[src/rtl/bmcf_pkg.sv]
// Package for the bulk message chunk framer: sizes, codes and the command word
// passed from the front end through the queue to the packet engine.
// No dependencies.
`timescale 1ns / 1ps

package bmcf_pkg;

  // Payload bytes per chunk and longest message accepted
  localparam int unsigned CHUNK_BYTES       = 18;
  localparam int unsigned MAX_MESSAGE_BYTES = 4590;

  // Index byte that marks a header packet
  localparam logic [7:0] HEADER_INDEX = 8'd255;

  // Field widths
  localparam int unsigned LEN_W  = 13;
  localparam int unsigned BYTE_W = 8;
  localparam int unsigned ADDR_W = (CHUNK_BYTES > 1) ? $clog2(CHUNK_BYTES) : 1;
  localparam int unsigned CNT_W  = $clog2(CHUNK_BYTES + 2);

  // Chunk count = ceil(len / CHUNK_BYTES), done as a multiply by an exact
  // reciprocal on x = len + CHUNK_BYTES - 1.
  localparam int unsigned X_W       = LEN_W + 1;
  localparam int unsigned DIV_SHIFT = X_W + $clog2(CHUNK_BYTES);
  localparam int unsigned RECIP_W   = X_W + 1;
  localparam int unsigned PROD_W    = X_W + RECIP_W;
  localparam logic [RECIP_W-1:0] RECIP =
    RECIP_W'(((64'd1 << DIV_SHIFT) + 64'(CHUNK_BYTES) - 64'd1) / 64'(CHUNK_BYTES));

  // Command queue depth
  localparam int unsigned FIFO_DEPTH = 4;
  localparam int unsigned FIFO_AW    = $clog2(FIFO_DEPTH);

  // Status codes
  localparam logic [1:0] STATUS_OK       = 2'd0;
  localparam logic [1:0] STATUS_TOO_LONG = 2'd1;
  localparam logic [1:0] STATUS_ORDER    = 2'd2;

  // Input word kinds
  localparam logic OP_START = 1'b0;
  localparam logic OP_DATA  = 1'b1;

  typedef enum logic [1:0] {
    CMD_HEADER,
    CMD_DATA,
    CMD_ERR_LONG,
    CMD_ERR_ORDER
  } cmd_kind_t;

  typedef struct packed {
    cmd_kind_t          kind;
    logic [BYTE_W-1:0]  endpoint;  // endpoint of the packet
    logic [BYTE_W-1:0]  aux;       // header: chunk count; data: payload byte
    logic [BYTE_W-1:0]  idx;       // chunk index
    logic [ADDR_W-1:0]  wr_addr;   // buffer slot of the payload byte
    logic               flush;     // chunk complete, send it
  } cmd_t;

endpackage

[src/rtl/bmcf_front.sv]
// Front end of the framer: takes input words, tracks message state and issues
// commands to the queue. Depends on bmcf_pkg.
`timescale 1ns / 1ps

module bmcf_front
  import bmcf_pkg::*;
(
  input  logic              clk,
  input  logic              rst_n,
  input  logic              in_valid,
  output logic              in_ready,
  input  logic              op,
  input  logic [BYTE_W-1:0] endpoint,
  input  logic [LEN_W-1:0]  message_length,
  input  logic [BYTE_W-1:0] data_byte,
  input  logic              q_full,
  output logic              q_push,
  output cmd_t              q_cmd
);

  logic              open_r,  open_nxt;
  logic [BYTE_W-1:0] ep_r,    ep_nxt;
  logic [LEN_W-1:0]  rem_r,   rem_nxt;
  logic [BYTE_W-1:0] chunk_r, chunk_nxt;
  logic [ADDR_W-1:0] fill_r,  fill_nxt;

  logic [X_W-1:0]    div_x;
  logic [PROD_W-1:0] div_prod;
  logic [BYTE_W-1:0] chunks;
  logic              last_byte;
  logic              chunk_full;

  assign in_ready = !q_full;
  assign q_push   = in_valid && !q_full;

  // ceil(len / CHUNK_BYTES) by reciprocal multiply; 8-bit field keeps low bits
  assign div_x    = X_W'(message_length) + X_W'(CHUNK_BYTES - 1);
  assign div_prod = PROD_W'(div_x) * PROD_W'(RECIP);
  assign chunks   = div_prod[DIV_SHIFT +: BYTE_W];

  assign last_byte  = (rem_r == LEN_W'(1));
  assign chunk_full = (fill_r == ADDR_W'(CHUNK_BYTES - 1));

  always_comb begin
    open_nxt  = open_r;
    ep_nxt    = ep_r;
    rem_nxt   = rem_r;
    chunk_nxt = chunk_r;
    fill_nxt  = fill_r;
    q_cmd     = '{kind: CMD_ERR_ORDER, endpoint: ep_r, aux: data_byte, idx: chunk_r,
                  wr_addr: fill_r, flush: 1'b0};
    if (op == OP_START) begin
      if (open_r) begin
        q_cmd.kind = CMD_ERR_ORDER;
      end else if (message_length > LEN_W'(MAX_MESSAGE_BYTES)) begin
        q_cmd.kind = CMD_ERR_LONG;
      end else begin
        q_cmd.kind     = CMD_HEADER;
        q_cmd.endpoint = endpoint;
        q_cmd.aux      = chunks;
        ep_nxt    = endpoint;
        rem_nxt   = message_length;
        chunk_nxt = '0;
        fill_nxt  = '0;
        open_nxt  = (message_length != '0);
      end
    end else if (!open_r) begin
      q_cmd.kind = CMD_ERR_ORDER;
    end else begin
      q_cmd.kind  = CMD_DATA;
      q_cmd.flush = chunk_full || last_byte;
      rem_nxt     = rem_r - LEN_W'(1);
      if (chunk_full || last_byte) begin
        fill_nxt  = '0;
        chunk_nxt = chunk_r + BYTE_W'(1);
        open_nxt  = !last_byte;
      end else begin
        fill_nxt = fill_r + ADDR_W'(1);
      end
    end
  end

  always_ff @(posedge clk) begin
    if (!rst_n) begin
      open_r  <= 1'b0;
      ep_r    <= '0;
      rem_r   <= '0;
      chunk_r <= '0;
      fill_r  <= '0;
    end else if (q_push) begin
      open_r  <= open_nxt;
      ep_r    <= ep_nxt;
      rem_r   <= rem_nxt;
      chunk_r <= chunk_nxt;
      fill_r  <= fill_nxt;
    end
  end

endmodule

[src/rtl/bmcf_cmd_fifo.sv]
// Short command queue between the front end and the packet engine.
// Depends on bmcf_pkg.
`timescale 1ns / 1ps

module bmcf_cmd_fifo
  import bmcf_pkg::*;
(
  input  logic clk,
  input  logic rst_n,
  input  logic push,
  input  cmd_t push_cmd,
  output logic full,
  input  logic pop,
  output logic head_valid,
  output cmd_t head_cmd
);

  cmd_t               slot_r [FIFO_DEPTH];
  logic [FIFO_AW-1:0] wr_ptr_r;
  logic [FIFO_AW-1:0] rd_ptr_r;
  logic [FIFO_AW:0]   count_r;

  assign full       = (count_r == (FIFO_AW+1)'(FIFO_DEPTH));
  assign head_valid = (count_r != '0);
  assign head_cmd   = slot_r[rd_ptr_r];

  always_ff @(posedge clk) begin
    if (push) begin
      slot_r[wr_ptr_r] <= push_cmd;
    end
  end

  always_ff @(posedge clk) begin
    if (!rst_n) begin
      wr_ptr_r <= '0;
      rd_ptr_r <= '0;
      count_r  <= '0;
    end else begin
      if (push) begin
        wr_ptr_r <= wr_ptr_r + FIFO_AW'(1);
      end
      if (pop) begin
        rd_ptr_r <= rd_ptr_r + FIFO_AW'(1);
      end
      if (push && !pop) begin
        count_r <= count_r + (FIFO_AW+1)'(1);
      end else if (pop && !push) begin
        count_r <= count_r - (FIFO_AW+1)'(1);
      end
    end
  end

endmodule

[src/rtl/bmcf_back.sv]
// Packet engine: executes queued commands, holds the chunk buffer and
// serialises header, chunk and error words. Depends on bmcf_pkg.
`timescale 1ns / 1ps

module bmcf_back
  import bmcf_pkg::*;
(
  input  logic              clk,
  input  logic              rst_n,
  input  logic              head_valid,
  input  cmd_t              head_cmd,
  output logic              pop,
  output logic              out_valid,
  input  logic              out_ready,
  output logic [BYTE_W-1:0] out_byte,
  output logic              out_last,
  output logic [1:0]        out_status
);

  typedef enum logic [1:0] {
    PH_IDLE,
    PH_HDR,
    PH_PKT
  } phase_t;

  phase_t            phase_r, phase_nxt;
  cmd_t              cmd_r;
  logic [CNT_W-1:0]  cnt_r, cnt_nxt;
  logic [ADDR_W-1:0] ptr_r, ptr_nxt;

  logic [BYTE_W-1:0] buf_mem [CHUNK_BYTES];
  logic [BYTE_W-1:0] rd_data_r;
  logic [ADDR_W-1:0] rd_addr;
  logic              mem_we;

  logic              out_valid_r;
  logic [BYTE_W-1:0] out_byte_r;
  logic              out_last_r;
  logic [1:0]        out_status_r;

  logic              can_load;
  logic              load;
  logic [BYTE_W-1:0] ld_byte;
  logic              ld_last;
  logic [1:0]        ld_status;
  logic              take_cmd;
  logic              payload_last;

  assign out_valid  = out_valid_r;
  assign out_byte   = out_byte_r;
  assign out_last   = out_last_r;
  assign out_status = out_status_r;

  assign can_load     = !out_valid_r || out_ready;
  assign payload_last = (ptr_r == cmd_r.wr_addr);

  always_comb begin
    phase_nxt = phase_r;
    cnt_nxt   = cnt_r;
    ptr_nxt   = ptr_r;
    pop       = 1'b0;
    take_cmd  = 1'b0;
    mem_we    = 1'b0;
    load      = 1'b0;
    ld_byte   = '0;
    ld_last   = 1'b0;
    ld_status = STATUS_OK;
    rd_addr   = ptr_r;
    case (phase_r)
      PH_IDLE: begin
        if (head_valid) begin
          case (head_cmd.kind)
            CMD_ERR_LONG, CMD_ERR_ORDER: begin
              if (can_load) begin
                pop       = 1'b1;
                load      = 1'b1;
                ld_status = (head_cmd.kind == CMD_ERR_LONG) ? STATUS_TOO_LONG
                                                            : STATUS_ORDER;
              end
            end
            CMD_HEADER: begin
              pop       = 1'b1;
              take_cmd  = 1'b1;
              cnt_nxt   = '0;
              phase_nxt = PH_HDR;
            end
            CMD_DATA: begin
              pop    = 1'b1;
              mem_we = 1'b1;
              if (head_cmd.flush) begin
                take_cmd  = 1'b1;
                cnt_nxt   = '0;
                ptr_nxt   = '0;
                phase_nxt = PH_PKT;
              end
            end
            default: begin
              pop = 1'b1;
            end
          endcase
        end
      end
      PH_HDR: begin
        if (can_load) begin
          load    = 1'b1;
          cnt_nxt = cnt_r + CNT_W'(1);
          case (cnt_r)
            CNT_W'(0): ld_byte = cmd_r.endpoint;
            CNT_W'(1): ld_byte = HEADER_INDEX;
            CNT_W'(2): ld_byte = cmd_r.aux;
            default: begin
              ld_byte   = '0;
              ld_last   = 1'b1;
              phase_nxt = PH_IDLE;
            end
          endcase
        end
      end
      PH_PKT: begin
        if (can_load) begin
          load    = 1'b1;
          cnt_nxt = cnt_r + CNT_W'(1);
          if (cnt_r == CNT_W'(0)) begin
            ld_byte = cmd_r.endpoint;
          end else if (cnt_r == CNT_W'(1)) begin
            ld_byte = cmd_r.idx;
          end else begin
            ld_byte = rd_data_r;
            if (payload_last) begin
              ld_last   = 1'b1;
              phase_nxt = PH_IDLE;
            end else begin
              ptr_nxt = ptr_r + ADDR_W'(1);
              rd_addr = ptr_r + ADDR_W'(1);
            end
          end
        end
      end
      default: begin
        phase_nxt = PH_IDLE;
      end
    endcase
  end

  // Chunk buffer: one write port, one registered read port
  always_ff @(posedge clk) begin
    if (mem_we) begin
      buf_mem[head_cmd.wr_addr] <= head_cmd.aux;
    end
    rd_data_r <= buf_mem[rd_addr];
  end

  always_ff @(posedge clk) begin
    if (!rst_n) begin
      phase_r     <= PH_IDLE;
      cnt_r       <= '0;
      ptr_r       <= '0;
      out_valid_r <= 1'b0;
    end else begin
      phase_r <= phase_nxt;
      cnt_r   <= cnt_nxt;
      ptr_r   <= ptr_nxt;
      if (load) begin
        out_valid_r <= 1'b1;
      end else if (out_ready) begin
        out_valid_r <= 1'b0;
      end
    end
  end

  always_ff @(posedge clk) begin
    if (take_cmd) begin
      cmd_r <= head_cmd;
    end
    if (load) begin
      out_byte_r   <= ld_byte;
      out_last_r   <= ld_last;
      out_status_r <= ld_status;
    end
  end

endmodule

[src/rtl/bulk_message_chunk_framer.sv]
// Top level of the bulk message chunk framer: front end, command queue and
// packet engine. Depends on bmcf_pkg, bmcf_front, bmcf_cmd_fifo, bmcf_back.
`timescale 1ns / 1ps

// Channel | Dir | Handshake           | Payload
// --------+-----+---------------------+----------------------------------------
// in_     | in  | in_tvalid/in_tready | tuser op; tdata endpoint, length, byte
// out_    | out | out_tvalid/tready   | tdata out_byte; tlast; tuser status
//
// The front end takes one word per cycle while the four-entry command queue
// has room. The packet engine pops each queued command in its idle phase;
// an error word is loaded in the same cycle as its pop. A header then sends
// four output words and a chunk packet its payload plus two. A full chunk
// of 18 bytes thus makes 20 output words, and the engine pops no command
// while it sends a header or a chunk packet.
// Reset (rst_n low, synchronous) closes any message and empties the queue;
// the chunk buffer is not cleared. out_tready low stalls only the engine;
// the front keeps accepting until the queue fills.

module bulk_message_chunk_framer
  import bmcf_pkg::*;
(
  input  logic        clk,
  input  logic        rst_n,
  // input words
  input  logic        in_tvalid,
  output logic        in_tready,
  input  logic [31:0] in_tdata,   // [7:0] endpoint, [20:8] message_length,
                                  // [28:21] data_byte, [31:29] zero
  input  logic        in_tuser,   // [0] op
  // result words
  output logic        out_tvalid,
  input  logic        out_tready,
  output logic [7:0]  out_tdata,  // [7:0] out_byte
  output logic        out_tlast,  // last_of_packet
  output logic [1:0]  out_tuser   // [1:0] status
);

  logic q_full;
  logic q_push;
  cmd_t q_cmd;
  logic q_pop;
  logic q_head_valid;
  cmd_t q_head;

  bmcf_front u_front (
    .clk            (clk),
    .rst_n          (rst_n),
    .in_valid       (in_tvalid),
    .in_ready       (in_tready),
    .op             (in_tuser),
    .endpoint       (in_tdata[7:0]),
    .message_length (in_tdata[20:8]),
    .data_byte      (in_tdata[28:21]),
    .q_full         (q_full),
    .q_push         (q_push),
    .q_cmd          (q_cmd)
  );

  bmcf_cmd_fifo u_fifo (
    .clk        (clk),
    .rst_n      (rst_n),
    .push       (q_push),
    .push_cmd   (q_cmd),
    .full       (q_full),
    .pop        (q_pop),
    .head_valid (q_head_valid),
    .head_cmd   (q_head)
  );

  bmcf_back u_back (
    .clk        (clk),
    .rst_n      (rst_n),
    .head_valid (q_head_valid),
    .head_cmd   (q_head),
    .pop        (q_pop),
    .out_valid  (out_tvalid),
    .out_ready  (out_tready),
    .out_byte   (out_tdata),
    .out_last   (out_tlast),
    .out_status (out_tuser)
  );

endmodule

[config.mk]
export PLATFORM = sky130hd
export DESIGN_NAME = bulk_message_chunk_framer
export DESIGN_NICKNAME = d
export VERILOG_FILES = /design/src/rtl/bmcf_pkg.sv /design/src/rtl/bmcf_front.sv /design/src/rtl/bmcf_cmd_fifo.sv /design/src/rtl/bmcf_back.sv /design/src/rtl/bulk_message_chunk_framer.sv
export SDC_FILE = /design/constraint.sdc
export NUM_CORES = 1
export LEC_CHECK = 0
export BUFFER_PORTS_ARGS = -buffer_cell sky130_fd_sc_hd__buf_2
export CAP_MARGIN = 20
export CORE_MARGIN = 3
export CORE_UTILIZATION = 55
export CTS_CLUSTER_SIZE = 14
export DETAILED_ROUTE_END_ITERATION = 10
export GPL_TIMING_DRIVEN = 1
export PLACE_DENSITY = 0.86
export SLEW_MARGIN = 40
export SYNTH_ARGS = -nofsm -noshare
export SYNTH_HDL_FRONTEND = slang
export SYNTH_HIERARCHICAL = 1
export SYNTH_SLANG_ARGS = --single-unit
[constraint.sdc]
create_clock -name clk -period 5.4 [get_ports clk]
set_input_delay 0.54 -clock clk [delete_from_list [all_inputs] [get_ports clk]]
set_output_delay 0.54 -clock clk [all_outputs]
set_load 0.01 [all_outputs]
Word-level counts from Yosys, hierarchy flattened:

Memories as Yosys holds them, arrays and structs flattened. A register that Yosys moved wholly into a read port is not among the register bits.
Cells that the tools add are included.

* register bits: 95
* bits in writable memories: 272
* input port bits: 37
* output and inout port bits: 13
* logic and storage cells: 182
* memories: 2

Memory list
* u_back.buf_mem: depth 18, bits a word 8, read ports 1, clocked after Yosys merged registers in 1, write ports 1, line bmcf_back.sv:31 `logic [BYTE_W-1:0] buf_mem [CHUNK_BYTES];`
* u_fifo.slot_r: depth 4, bits a word 32, read ports 1, clocked after Yosys merged registers in 1, write ports 1, line bmcf_cmd_fifo.sv:18 `cmd_t slot_r [FIFO_DEPTH];`

* $add $sub $neg: 10
* $mul: 1
* $lt $le $gt $ge: 1
* equal/unequal tests: 27
* muxes and demuxes: 89
* bitwise operators: 3
* reduce and logical (&&, ||, !) cells: 30

Operator list (number)
* two-way mux 5 bit: 15
* two-way mux 8 bit: 9
* two-way mux 13 bit: 4
* two-way mux 16 bit: 3
* two-way mux 1 bit: 30
* two-way mux 2 bit: 15
* one-hot mux 5 bit (2 select lines): 3
* multiplier 14 x 12 -> 24 bit (second input constant): 1
* one-hot mux 8 bit (3 select lines): 1
* inequality test 2 bit (second input constant): 8
* one-hot mux 8 bit (2 select lines): 1
* AND reduction 4 bit: 4
* adder 5 x 1 -> 5 bit (second input constant): 3
* adder 13 x 5 -> 14 bit (second input constant): 1
* equality test 13 x 1 -> 1 bit (second input constant): 1
* greater-than comparator 13 bit (second input constant): 1
* nonzero test 13 bit: 1
* subtractor 13 x 1 -> 13 bit (second input constant): 1
* inequality test 2 x 1 -> 1 bit (second input constant): 6
* AND reduction 5 bit: 2
* AND reduction 9 bit: 1
* adder 8 x 1 -> 8 bit (second input constant): 1
* one-hot mux 1 bit (2 select lines): 4
* nonzero test 2 bit: 4
* 24 further kinds: 41

Longest topological paths before layout:

* depth after elaboration: 9
* gate-level depth with buffers: 22
* gate-level depth less buffers: 21

Hierarchy:

Netlist, hierarchy kept.

Modules (own cells, without submodules)
* bmcf_back: instances 1, cells each 685, area an instance 8803.4 um^2, seq. area each 5945.7 um^2
* bmcf_cmd_fifo: instances 1, cells each 210, area an instance 5104.9 um^2, seq. area each 4023.9 um^2
* bmcf_front: instances 1, cells each 591, area an instance 4807.1 um^2, seq. area each 700.7 um^2

Least setup slack after synthesis:

Ideal clock, no wire load.

* path kind: input to register
* from: input port in_tdata[11]
* to: memory u_fifo/slot_r[0][21] (netlist name) (data pin)
* library setup time: 190 ps
* data arrival time: 5609 ps
* required time: 5210 ps
* path slack: -399 ps
* stages: 20
* path buffers: 1
* path through: clkbuf_1 > a41oi_1 > nor2_1 > and3_1 > xor2_1 > inv_1 > fa_1 > inv_1 > ha_1 > xnor2_1 > fa_1 > fa_1 > inv_1 > ha_1 > nand2_1 > nor2_1 > a2111oi_0 > a21boi_0 > a2111o_1 > o211ai_1

RTL lines
* start, declared: line bulk_message_chunk_framer.sv:28 `input logic [31:0] in_tdata,`
* end, declared: line bmcf_cmd_fifo.sv:18

==> flow_metrics.py <==
metrics = {
    "grt": {
        "overflow": 0,
        "grt_use_total": 0.248,
        "met3_usage": 0.0419,
        "grt_most_used_layer": "met2",
        "grt_antenna_before_repair": 0,
        "grt_start_max_net_pins": 57,
        "grt_pass1_vias": 13200,
        "grt_pass1_wl_um": 70600,
        "use_met1": 0.310,
        "met2_usage": 0.421,
    },
    "timing": {
        "worstMarginPinSlew_ns": 0.856,
        "finalSetupViolCount": 0,
        "timing.fmax_mhz": 189,
        "period_minus_slack_ns": 5.29,
        "hold_viol": 0,
        "finalCritPeriodShare": 0.979,
        "relSlewSlack": 0.427,
        "maxSlewViolCount": 0,
        "fin_worst_skew_ns": 0.0212,
        "worst_slack_ns": 0.112,
    },
    "setup_path": {
        "r2r_slack_ns": 1.55,
        "cp.required_ns": 5.70,
        "path_buf_inv": 6,
        "cp_max_fo": 4,
        "slowest_delay_ns": 0.53,
        "crit_arrival_ns": 5.59,
        "path_class": "in2reg",
        "path_cells": "buf_2, ha_1, a31oi_4, nor3b_2, xnor2_1, inv_1, buf_4, fa_1, ha_1, xor2_1, fa_1, inv_1, fa_1, inv_1, ha_1, nand4_1, a21oi_2, o22ai_2, a211oi_2, buf_4, nor3_1, o31ai_2",
        "end_kind": "flip-flop",
        "slowest_stage": "fa_1",
        "start_kind": "primary input",
        "path_delay_family": "adder cells",
    },
    "routing": {
        "ant_nets": 0,
        "wl_um": 45600,
        "routedWlPerCell_um": 21.8,
        "viasPerCell": 6.30,
        "drc": 0,
        "drtIter0Drc": 1273,
        "firstDrtPassIters": 7,
        "vias": 13100,
    },
    "synth": {
        "synth-edff-count": 312,
        "seq_area_frac_synth": 0.570,
        "synth_top_flop_cell": "edfxtp_1",
        "ys_types": 77,
        "syn_area_mm2": 0.0187,
        "synth_cells": 1486,
        "yosys_warnings": 6,
        "ys_seq_elements": 377,
        "synthesis.nets": 1648,
        "ys_async_sr_fraction": 0,
        "avgSynthCellArea_um2": 12.6,
    },
    "place": {
        "dp_hpwl_um": 29100,
        "numPortBuffers": 46,
        "pre_cts_slack_ns": -0.538,
        "dpl_cell_area_mm2": 0.0201,
        "dp.cells": 2020,
        "gp_congestion": 0.900,
    },
    "clocking": {
        "cts_root_buf": "clkbuf_16",
        "insertion_delay_ns": 0.53,
        "cts.sinks": 377,
        "h-tree-depth": 2,
        "clk_pin_slew_ns": 0.06,
        "cts_tree": "done",
        "cts_buffer_depth": 3,
        "cts_buffers": 38,
        "cts.hold.buffers_added": 0,
    },
    "pwr": {
        "ir_drop_v": 0.000403,
        "total_leakage_power_nw": 8.13,
        "power_density_mw_per_mm2": 527,
    },
    "finish": {
        "fin_nets": 1782,
        "fin_util": 0.648,
        "layout-drive-gt1-share": 0.184,
        "fin_cells": 2088,
        "design_area_mm2": 0.0214,
        "final_common_cell": "edfxtp_1",
        "mostFrequentLayoutCells": "edfxtp_1, nand2_1, buf_4",
        "syn2layout_area_growth_pct": 14.4,
    },
    "floorplanning": {
        "die_h_um": 190,
        "fp-row-count": 66,
        "start_util": 0.567,
        "die_area_mm2": 0.0363,
        "die_x_um": 190,
        "core-area_mm2": 0.0330,
        "io_pins": 50,
    },
    "outcome": {
        "status": "complete, no violations",
    },
    "run": {
        "cap_violations": 0,
    },
    "min_path": {
        "hold_class": "in2reg",
    },
}
[what timing repair did]
item	CTS	global route
cloned	0	0
buffers inserted	0	2
hold endpoints to repair	0	0
setup endpoints to repair	4	28
gates resized for setup	2	25
pin swaps	0	7
[power by group]
group	total [mW]	leakage, nW	switching [mW]	internal (mW)
registers	3.97	3.44	0.178	3.79
clock network	2.50	0.568	1.06	1.43
logic	4.80	4.12	2.80	2.00
total	11.3	8.13	4.04	7.23
[cell usage after synthesis (11+ instances only)]
cell,instances,area (um^2)
a21boi_0,17,128
a21oi_1,64,320
a22oi_1,11,82.6
a31oi_1,20,125
and2_1,16,100
buf_2,18,90.1
clkbuf_1,33,124
dfxtp_1,65,1300
edfxtp_1,312,9370
fa_1,30,601
ha_1,95,1190
inv_1,83,312
mux2_2,13,146
mux2i_1,29,290
mux4_2,30,676
nand2_1,163,612
nand3_1,50,250
nand4_1,21,131
nor2_1,83,312
nor2b_1,20,125
nor3_1,21,105
o211ai_1,20,150
o21a_1,11,82.6
o21ai_0,46,230
or3_1,13,81.3
xnor2_1,33,289
xor2_1,20,175
[metrics by stage]
step           setup TNS, ns  hold WS [ns]  power, mW
2_1_floorplan              0         0.440       6.89
3_3_place_gp           -7.86         0.449       8.27
3_5_place_dp          -12.70         0.461       8.45
4_1_cts                    0         0.274       11.0
5_1_grt               -0.822         0.296       11.9
6_report                   0         0.290       11.3
[worst reg2reg max path: stages, from the launching register on]
cell and delay (ns):
dfxtp_1 0.43, inv_1 0.10, ha_1 0.23, nor2_1 0.36
o211ai_4 0.31, a21oi_4 0.49, xnor2_2 0.16, buf_4 0.60
mux2i_1 0.20, a32oi_1 0.35, o211ai_1 0.28, o211ai_1 0.23
[state kept, by name (all words and copies together), names as in the netlist, 3 cells and up, named ones only]
signal	count
u_back/rd_data_r	8
u_back/cmd_r	29
u_front/rem_r	13
u_back/cnt_r	5
u_fifo/count_r	3
u_back/out_byte	8
u_back/buf_mem	144
u_fifo/slot_r	128
u_front/fill_r	5
u_front/ep_r	8
u_front/chunk_r	8
u_back/ptr_r	5
[logic make-up (layout without fill, tap and decap cells)]
family                   count (synthesis)  after routing  share of synthesized area
buffers and inverters                  146            304                     0.0345
multiplexers                            75             75                     0.0630
AND/OR/NAND/NOR                        431            431                      0.110
AO/OA/AOI/OAI                          277            277                      0.100
adder cells (fa/ha/maj)                126            126                     0.0961
flip-flops                             377            377                      0.570
XOR/XNOR                                54             54                     0.0263
other                                    0              2                          0
[final cells by class]
cell class / count / area, um^2
clock buffers: 49 / 1020
repair buffers: 156 / 1060
inverters: 84 / 315
clock inverters: 15 / 144
diodes: 2 / 5.00
fillers: 2290 / 11600
well taps: 442 / 553
multi-input cells: 963 / 7630
flip-flops and latches: 377 / 10700
[routing by layer]
layer,up-vias,wire length [um]
met1,6386,17400
met5,-,0
met4,0,2200
met3,187,3460
met2,777,22500
li1,5796,-
[path summary, 6_finish.rpt]
kind                        start  cells after the start              endpoint
setup / recovery      in_tdata[8]                     22  u_fifo/slot_r[3][18]
hold / removal        in_tdata[6]                      3       u_front/ep_r[6]
setup reg to reg  u_back/cnt_r[0]                     11   u_back/rd_data_r[5]
hold reg to reg   u_front/ep_r[5]                      2       u_front/ep_r[5]
No activity file was read; power rests on OpenSTA's default activity.
